<file path="src/design/mrcc_pkg.sv">
// Shared types, constants and the CRC-16 byte update for the Modbus response checker.
package mrcc_pkg;

  localparam logic [15:0] CRC_INIT      = 16'hFFFF;
  localparam logic [15:0] CRC_POLY      = 16'hA001;
  localparam logic [15:0] TIMEOUT_RESET = 16'd100;
  localparam logic [2:0]  CRC_SPAN      = 3'd5;
  localparam logic [2:0]  POS_HIGH      = 3'd3;
  localparam logic [2:0]  POS_LOW       = 3'd4;
  localparam logic [2:0]  POS_CRC_LOW   = 3'd5;
  localparam logic [2:0]  POS_LAST      = 3'd6;
  localparam logic [16:0] ELAPSED_MAX   = 17'h1FFFF;

  typedef enum logic [1:0] {
    OP_START = 2'd0,
    OP_BYTE  = 2'd1,
    OP_TICK  = 2'd2
  } op_t;

  typedef enum logic [1:0] {
    ST_OK       = 2'd0,
    ST_CRC_ERR  = 2'd1,
    ST_TIMEOUT  = 2'd2
  } status_t;

  // One registered word waiting for the core
  typedef struct packed {
    logic       valid;
    logic [1:0] operation;
    logic [7:0] rx_byte;
  } item_t;

  // Reflected CRC-16 over one byte, LSB first
  function automatic logic [15:0] crc_byte(input logic [15:0] crc_in, input logic [7:0] b);
    logic [15:0] c;
    c = crc_in ^ {8'h00, b};
    for (int k = 0; k < 8; k++) begin
      if (c[0]) begin
        c = (c >> 1) ^ CRC_POLY;
      end else begin
        c = c >> 1;
      end
    end
    return c;
  endfunction

endpackage

</file>
<file path="src/design/mrcc_if.sv">


interface mrcc_result_if;
  logic        valid;
  logic        ready;
  logic [1:0]  status;
  logic [15:0] reading;

  modport source (output valid, output status, output reading, input ready);
  modport sink   (input valid, input status, input reading, output ready);
endinterface

</file>
<file path="src/design/mrcc_core.sv">
// Response state, CRC update, tick timeout and the result register.
module mrcc_core
  import mrcc_pkg::*;
(
  input  logic        clk,
  input  logic        rst,
  input  logic        timeout_we,
  input  logic [15:0] timeout_data,
  input  item_t       item,
  output logic        take,
  mrcc_result_if.source verdict
);

  logic [15:0] timeout_ticks;
  logic        busy, busy_next;
  logic [2:0]  byte_position, byte_position_next;
  logic [15:0] running_crc, running_crc_next;
  logic [15:0] value_hold, value_hold_next;
  logic [7:0]  crc_low_hold, crc_low_hold_next;
  logic [16:0] elapsed_ticks, elapsed_ticks_next;

  logic        res_valid;
  status_t     res_status, res_status_next;
  logic [15:0] res_reading, res_reading_next;
  logic        produce;
  logic        fire;
  logic [15:0] rx_crc;

  // result slot free, so the waiting word can be processed this cycle
  assign take = !res_valid || verdict.ready;
  assign fire = take && item.valid;
  assign rx_crc = {item.rx_byte, crc_low_hold};

  always_comb begin
    busy_next          = busy;
    byte_position_next = byte_position;
    running_crc_next   = running_crc;
    value_hold_next    = value_hold;
    crc_low_hold_next  = crc_low_hold;
    elapsed_ticks_next = elapsed_ticks;
    produce            = 1'b0;
    res_status_next    = ST_OK;
    res_reading_next   = 16'h0000;
    case (op_t'(item.operation))
      OP_START: begin
        busy_next          = 1'b1;
        byte_position_next = 3'd0;
        running_crc_next   = CRC_INIT;
        value_hold_next    = 16'h0000;
        crc_low_hold_next  = 8'h00;
        elapsed_ticks_next = 17'd0;
      end
      OP_BYTE: begin
        if (busy) begin
          if (byte_position < CRC_SPAN) begin
            running_crc_next = crc_byte(running_crc, item.rx_byte);
          end
          if (byte_position == POS_HIGH) begin
            value_hold_next = {item.rx_byte, 8'h00};
          end else if (byte_position == POS_LOW) begin
            value_hold_next = {value_hold[15:8], item.rx_byte};
          end else if (byte_position == POS_CRC_LOW) begin
            crc_low_hold_next = item.rx_byte;
          end
          if (byte_position >= POS_LAST) begin
            busy_next          = 1'b0;
            byte_position_next = 3'd0;
            produce            = 1'b1;
            if (rx_crc == running_crc) begin
              res_status_next  = ST_OK;
              res_reading_next = value_hold;
            end else begin
              res_status_next  = ST_CRC_ERR;
            end
          end else begin
            byte_position_next = byte_position + 3'd1;
          end
        end
      end
      OP_TICK: begin
        if (busy) begin
          if (elapsed_ticks < ELAPSED_MAX) begin
            elapsed_ticks_next = elapsed_ticks + 17'd1;
          end
          if (elapsed_ticks_next > {1'b0, timeout_ticks}) begin
            busy_next          = 1'b0;
            byte_position_next = 3'd0;
            produce            = 1'b1;
            res_status_next    = ST_TIMEOUT;
          end
        end
      end
      default: begin
      end
    endcase
  end

  always_ff @(posedge clk) begin
    if (rst) begin
      timeout_ticks <= TIMEOUT_RESET;
    end else if (timeout_we) begin
      timeout_ticks <= timeout_data;
    end
  end

  always_ff @(posedge clk) begin
    if (rst) begin
      busy          <= 1'b0;
      byte_position <= 3'd0;
      running_crc   <= CRC_INIT;
      value_hold    <= 16'h0000;
      crc_low_hold  <= 8'h00;
      elapsed_ticks <= 17'd0;
    end else if (fire) begin
      busy          <= busy_next;
      byte_position <= byte_position_next;
      running_crc   <= running_crc_next;
      value_hold    <= value_hold_next;
      crc_low_hold  <= crc_low_hold_next;
      elapsed_ticks <= elapsed_ticks_next;
    end
  end

  always_ff @(posedge clk) begin
    if (rst) begin
      res_valid <= 1'b0;
    end else if (take) begin
      res_valid <= fire && produce;
    end
  end

  always_ff @(posedge clk) begin
    if (fire && produce) begin
      res_status  <= res_status_next;
      res_reading <= res_reading_next;
    end
  end

  assign verdict.valid   = res_valid;
  assign verdict.status  = res_status;
  assign verdict.reading = res_reading;

endmodule

</file>
<file path="src/flat_wrapper.sv">
// flat-port wrapper written by rule: the top's interface ports become plain ports
module mrcc_core_flat import mrcc_pkg::*;
  (clk, rst, timeout_we, timeout_data, item, take, verdict_valid, verdict_status, verdict_reading, verdict_ready);
  mrcc_result_if verdict_i ();
  input  logic clk;
  input  logic rst;
  input  logic timeout_we;
  input  logic [15:0] timeout_data;
  input  item_t item;
  output logic take;
  output wire logic [$bits(verdict_i.valid)-1:0] verdict_valid;
  output wire logic [$bits(verdict_i.status)-1:0] verdict_status;
  output wire logic [$bits(verdict_i.reading)-1:0] verdict_reading;
  input wire logic [$bits(verdict_i.ready)-1:0] verdict_ready;
  assign verdict_valid = verdict_i.valid;
  assign verdict_status = verdict_i.status;
  assign verdict_reading = verdict_i.reading;
  assign verdict_i.ready = verdict_ready;
  mrcc_core u_core (.clk(clk), .rst(rst), .timeout_we(timeout_we), .timeout_data(timeout_data), .item(item), .take(take), .verdict(verdict_i));
endmodule
</file>
<file path="config.mk">
export PLATFORM = sky130hd
export DESIGN_NAME = mrcc_core_flat
export DESIGN_NICKNAME = d
export VERILOG_FILES = /design/src/design/mrcc_pkg.sv /design/src/design/mrcc_if.sv /design/src/design/mrcc_core.sv /design/src/flat_wrapper.sv
export SDC_FILE = /design/constraint.sdc
export NUM_CORES = 1
export LEC_CHECK = 0
export BUFFER_PORTS_ARGS = -buffer_cell sky130_fd_sc_hd__buf_2
export CAP_MARGIN = 10
export CORE_MARGIN = 5
export CORE_UTILIZATION = 55
export DETAILED_ROUTE_END_ITERATION = 7
export MAX_ROUTING_LAYER = met4
export PLACE_DENSITY = 0.75
export SYNTH_ARGS = -nofsm -noshare
export SYNTH_HDL_FRONTEND = slang
export SYNTH_SLANG_ARGS = --single-unit
</file>
<file path="constraint.sdc">
create_clock -name clk -period 8.8 [get_ports clk]
set_input_delay 0.88 -clock clk [delete_from_list [all_inputs] [get_ports clk]]
set_output_delay 0.88 -clock clk [all_outputs]
set_load 0.05 [all_outputs]
</file>
==> results.ini, run 1 <==
[floorplanning]
die_y_um=106.1
die-width_um=106.1
core_area_um2=9109
num_rows=35
io_pins=51
die-area_um2=11270
initial_core_util=0.5581

[worst_setup_path]
rr_startpoint=u_core.elapsed_ticks[7]
reg2reg_setup_slack_ns=4.69
crit_arrival_ns=4.20
cp_max_fo=14
r2r-end=u_core.verdict.reading[1]
crit_required_ns=8.89
worstSetupPathType=flop to flop
crit_path_end_kind=flop
reg2reg_depth=13
start_kind=flop

[timing]
fmax_mhz=243.0
finalSetupViolCount=0
layout_min_cycle_time_ns=4.115
whs_ns=0.4580
maxSlewViolCount=0
tightest_slew_ns=1.155
tns_ns=0
slew_headroom=0.2297
period_share=0.4676
hold_violations=0
fin_worst_skew_ns=0.01048
rsz0062_at_grt=false

[synthesis]
synthTopCellsByArea=dfxtp_1, edfxtp_1, xnor2_1
async_flop_share=0
synth_ff_type=dfxtp_1
synthesis.area_um2=5084
syn_area_per_cell_um2=8.765
synth_cell_types=51
yosysSeqAreaShare=0.4135
yosys_warnings=0
yosysTopAreaCell=dfxtp_1
synth_seq_cells=96
syn_nets=637
syn_inst=580
synth_edf_count=18
synth_top_area_share=0.3072

[clock_network]
cts-hold-fix-buffers=0
clkTransAtPathRegs_ns=0.11
clk_latency_ns=0.38
cts_max_path_buffers=2
cts_max_level=3
cts_inserted_buffers=9
ctsResizeCount=0
clock_sinks=96
cts_setup_buffers=0
cts_tree=done
cts_root_buf=clkbuf_8

[worst_hold_path]
holdCritStartpoint=u_core.value_hold[10]
min_to=u_core.value_hold[10]
hold_depth=2
hold_path_class=flop to flop

[grt]
grt_max_degree=54
antenna_found_initial=0
grt_pass1_wl_um=18550
grt_pass1_vias=3986
grtUsageTotal=0.2077
overflow=0

[cells_and_area]
utilization=0.6172
stdcell_area_um2=5622
drive_gt1_frac=0.1403
areaGrowthSynthToFinish_pct=10.58
nNetsFinal=672
antenna-diode-count=0

[flow_run]
cap_violations=0

[routing]
totalWireLength_um=11070
post-route-drc-count=0
via_per_inst=5.741
wl_per_cell_um=15.15
num_vias=4197
drt_iter0_markers=326
antenna_left=0
dr.pass1.iters=5

[placed_design]
dp_hpwl_um=7874
io_buffers=50
gp_congestion=0.8272
placed_cell_area_um2=5379

[power]
leakage_nw=2.319
p_per_area_nw_per_um2=153.1
vdd_ir_drop_max_v=0.00007223
p_total_mw=0.8606

[status]
outcome=finished, final reports clean

worst max path at each step:
| stage | from | endpoint | cells after the start |
|---|---|---|---|
| final | u_core.elapsed_ticks[7] | u_core.verdict.reading[1] | 13 |
| after global routing | u_core.elapsed_ticks[7] | u_core.verdict.reading[1] | 13 |
| after floorplan | u_core.elapsed_ticks[7] | u_core.verdict.reading[0] | 14 |
| after detailed placement | u_core.elapsed_ticks[7] | u_core.verdict.reading[12] | 12 |
| after CTS | u_core.elapsed_ticks[7] | u_core.verdict.reading[1] | 12 |
| after global placement | u_core.elapsed_ticks[7] | u_core.verdict.reading[12] | 12 |
layout by cell type, fill, tap and decap left out, drive strengths merged, types with 3 or more instances in the layout:
cell type and instances:
a21o 16, nor3 19, inv 27, a21oi 43
dfxtp 78, o22ai 5, nand2b 9, o21ai 27
nor2 48, xor2 8, o211ai 3, nand3 24
nand2 63, ha 26, and4 3, and2 20
nor4 3, clkinv 4, clkbuf 9, o31ai 4
nand4 19, or3 3, and3 4, buf 54
nand3b 5, xnor2 44, edfxtp 18, mux2i 14
flip-flops by register name (all words and copies together), names as in the netlist:
| signal | cells |
|---|---|
| u_core.busy | 1 |
| u_core.byte_position | 3 |
| u_core.crc_low_hold | 8 |
| u_core.elapsed_ticks | 17 |
| u_core.running_crc | 16 |
| u_core.timeout_ticks | 16 |
| u_core.value_hold | 16 |
| u_core.verdict.reading | 16 |
| u_core.verdict.status | 2 |
| u_core.verdict.valid | 1 |
where the power goes:
group	internal, mW	switching, mW	leakage (nW)	total (mW)
registers	0.453	0.00547	0.837	0.459
logic	0.0333	0.0529	1.37	0.0862
clock network	0.141	0.175	0.113	0.316
synthesized netlist by cell type (2+ instances only):
master    instances
dfxtp_1          78
nand2_1          63
nor2_1           48
a21oi_1          42
xnor2_1          40
o21ai_0          27
ha_1             26
clkbuf_1         25
inv_1            25
nand3_1          24
and2_1           20
edfxtp_1         18
nand4_1          18
nor3_1           18
a21o_1           16
mux2i_1          14
nand2b_1          9
xor2_1            6
nand3b_1          5
o22ai_1           5
and3_1            4
o31ai_1           4
xnor2_2           4
and4_1            3
buf_1             3
o211ai_1          3
or3_1             3
a22o_1            2
a22oi_1           2
nor4_1            2
o41ai_2           2
xor2_2            2
cells by family (layout without fill, tap and decap cells):
logic type | count (synthesis) | in the layout | share of synthesized area
flops | 96 | 96 | 0.4135
buf+inv | 55 | 95 | 0.04159
compound gates | 113 | 113 | 0.1376
simple gates | 224 | 224 | 0.2173
mux | 14 | 14 | 0.02756
xor+xnor | 52 | 52 | 0.09845
fa+ha+maj | 26 | 26 | 0.06399
through the flow:
step / worst slack [ns] / cells
after floorplan: 4.288 / 580
after global placement: 4.421 / 713
after detailed placement: 4.278 / 713
after CTS: 4.251 / 729
after global routing: 4.311 / 731
final: 4.685 / 731
worst max-delay path, cell delays in order (launching register included):
cell     delay [ns]
dfxtp_1        0.44
and4_1         0.38
nand2_1        0.10
nor4_2         0.50
nand3_1        0.22
xnor2_1        0.17
ha_1           0.30
nand2_1        0.07
nor4_1         0.37
nor2b_1        0.21
o41ai_2        0.14
o22a_1         0.28
nor3_2         0.41
buf_6          0.24
routing by layer:
layer	part of all wire	up-vias	GRT usage	wire length [µm]
li1	-	2080	-	-
met1	0.45	1986	0.2591	5000
met2	0.49	115	0.3448	5440
met3	0.046	16	0.03764	513
met4	0.011	0	0.06198	120
met5	0	-	-	0
cell type report:
cell class,count,area (µm²)
clock inverters,7,102.6
flip-flops and latches,96,2102
repair buffers,54,281.5
well taps,111,138.9
fillers,767,3487
inverters,25,93.84
clock buffers,9,123.9
multi-input cells,429,2779
Note: power is estimated with default switching activity, not from simulation.
==> inputs of run 2 (changes only) <==
- clock period: 8.8 -> 4.16 ns (I/O delays scaled with it)
==> run 2 against run 1 <==
  * Power increased by 110%
  * Sequential share of layout area decreased by 1.5 points
  * Flip-flop and latch count unchanged
  * Routed wire length increased by 1.9%
  * Die area unchanged
  * First-iteration DRC count decreased by 36%
  * Worst hold slack got worse by 0.20 ns
  * Clock skew about the same
  * Cell count increased by 4.2%
  * Clock-buffer cell count unchanged
==> results.ini, run 2 (same netlist as run 1, synthesis figures left out) <==
[cells_and_area]
most-common-layout-cells=dfxtp_1, nand2_1, buf_2  ; unchanged
antenna-diode-count=0  ; unchanged
largest_register=u_core.elapsed_ticks  ; unchanged
fillers=777  ; was 767
areaGrowthSynthToFinish_pct=15.14  ; was 10.58%
nNetsFinal=703  ; was 672
largest_reg_flops=17  ; unchanged
layout.cells.non_filler=762  ; was 731
stdcell_area_um2=5853  ; was 5622 µm²
drive_gt1_frac=0.1813  ; was 0.1403
mostFrequentLayoutCell=dfxtp_1  ; unchanged

[floorplanning]
die-width_um=106.1  ; unchanged
core_area_um2=9109  ; unchanged
io_pins=51  ; unchanged
initial_core_util=0.5581  ; unchanged
die-area_um2=11270  ; unchanged
num_rows=35  ; unchanged
die_y_um=106.1  ; unchanged

[power]
p_total_mw=1.781  ; was 0.8606 mW
leakage_nw=2.474  ; was 2.319 nW
p_per_area_nw_per_um2=304.4  ; was 153.1 nW/µm²
switching_share=0.2845  ; was 0.2710
intPower_mw=1.275  ; was 0.6274 mW
power_frac_seq=0.544  ; was 0.533
clkPwrFrac=0.353  ; was 0.367
p_switching_mw=0.5067  ; was 0.2332 mW
p_comb_frac=0.103  ; was 0.100
vdd_ir_drop_max_v=0.0001553  ; was 0.00007223 V

[clock_network]
cts_max_path_buffers=2  ; unchanged
cts-hold-fix-buffers=0  ; unchanged
cts_max_level=3  ; unchanged
clock_sinks=96  ; unchanged
clkTransAtPathRegs_ns=0.10  ; was 0.11 ns
clk_latency_ns=0.38  ; about the same
cts_root_buf=clkbuf_8  ; unchanged
cts_inserted_buffers=9  ; unchanged
cts_tree=done  ; unchanged

[placed_design]
gp_congestion=0.8943  ; was 0.8272
io_buffers=50  ; unchanged
post-place-ws_ns=-0.1525  ; was 4.278 ns
dp.cells=745  ; was 713
placed_cell_area_um2=5619  ; was 5379 µm²
dp_hpwl_um=8121  ; was 7874 µm

[timing]
rsz0062_at_grt=false  ; unchanged
slew_headroom=0.2402  ; was 0.2297
fin_worst_skew_ns=0.01012  ; was 0.01048 ns
hold_violations=0  ; unchanged
worst_slack_ns=0.3217  ; was 4.685 ns
period_share=0.9227  ; was 0.4676
tightest_slew_ns=1.140  ; was 1.155 ns
fmax_mhz=260.5  ; was 243.0 MHz
finalSetupViolCount=0  ; unchanged
layout_min_cycle_time_ns=3.838  ; was 4.115 ns
maxSlewViolCount=0  ; unchanged
tns_ns=0  ; unchanged

[worst_setup_path]
cp_max_fo=18  ; was 14
worstSetupPathType=flop to flop  ; unchanged
crit_arrival_ns=3.99  ; was 4.20 ns
start_kind=flop  ; unchanged
crit_path_end_kind=flop  ; unchanged
crit_required_ns=4.31  ; was 8.89 ns
reg2reg_depth=15  ; was 13

[worst_hold_path]
hold_path_class=primary input to flop  ; was flop to flop
hold_depth=3  ; was 2

[routing]
drt_iter0_markers=209  ; was 326
antenna_left=0  ; unchanged
via_per_inst=5.570  ; was 5.741
num_vias=4244  ; was 4197
wl_per_cell_um=14.80  ; was 15.15 µm
post-route-drc-count=0  ; unchanged
totalWireLength_um=11280  ; was 11070 µm
dr.pass1.iters=5  ; unchanged

[grt]
overflow=0  ; unchanged
grtUsageTotal=0.2163  ; was 0.2077
grt_pass1_vias=4206  ; was 3986
grt_max_degree=53  ; was 54
antenna_found_initial=0  ; unchanged
grt_pass1_wl_um=19450  ; was 18550 µm

[status]
outcome=finished, final reports clean  ; unchanged

[flow_run]
cap_violations=0  ; unchanged

-- run 2: per-stage QoR --
| step | hold slack, ns | util |
|---|---|---|
| finish | 0.2589 | 0.6426 |
| global route | 0.2649 | 0.6426 |
| detailed placement | 0.4419 | 0.6169 |
| global placement | 0.4357 | 0.6169 |
| floorplan | 0.4273 | - |
| CTS | 0.2525 | 0.6404 |
-- run 2: worst max-delay path, stage by stage (launching register included) --
cell and delay (ns):
dfxtp_1 0.40, ha_1 0.21, nand3_1 0.08, or2_2 0.30, a21oi_2 0.35, nand3_1 0.15
xnor2_1 0.22, ha_1 0.28, nand4_1 0.13, nor3_1 0.07, a211o_1 0.28, a22o_1 0.19
o41ai_2 0.46, o22a_1 0.29, nor3_4 0.06, buf_12 0.16
-- run 2: per-layer routing --
layer	routed length, µm	global-route usage	vias up
met4	176	0.06846	0
met2	5566	0.3661	84
met1	5096	0.2662	1997
met5	0	-	-
met3	439	0.03339	17
li1	-	-	2146
-- run 2: final cells by class --
| cell class | count | area (µm²) | share of cell area |
|---|---|---|---|
| Multi-Input combinational cell | 429 | 2785 | 0.4758 |
| Timing Repair Buffer | 85 | 525.5 | 0.08978 |
| Inverter | 25 | 93.84 | 0.01603 |
| Sequential cell | 96 | 2102 | 0.3591 |
| Clock inverter | 7 | 83.83 | 0.01432 |
| Tap cell | 111 | 138.9 | 0.02373 |
| Clock buffer | 9 | 123.9 | 0.02116 |
-- run 2: final timing paths --
path,slack (ns),endpoint,start
max reg2reg,0.32,u_core.verdict.reading[2],u_core.elapsed_ticks[1]
max,0.32,u_core.verdict.reading[2],u_core.elapsed_ticks[1]
min,0.26,u_core.timeout_ticks[6],timeout_data[6]
min reg2reg,0.45,u_core.value_hold[12],u_core.value_hold[12]
-- run 2: power by group through the flow --
stage	combinational (mW)	clock [mW]	sequential (mW)
floorplan	0.133	0	0.987
global placement	0.177	0	0.990
detailed placement	0.181	0	0.991
CTS	0.184	0.634	0.969
global route	0.204	0.678	0.972
finish	0.184	0.628	0.970
-- run 2: timing repair --
action	in CTS	in global routing
buffers inserted	0	1
pin swaps	0	1
setup endpoints to repair	18	18
gates resized for setup	1	0
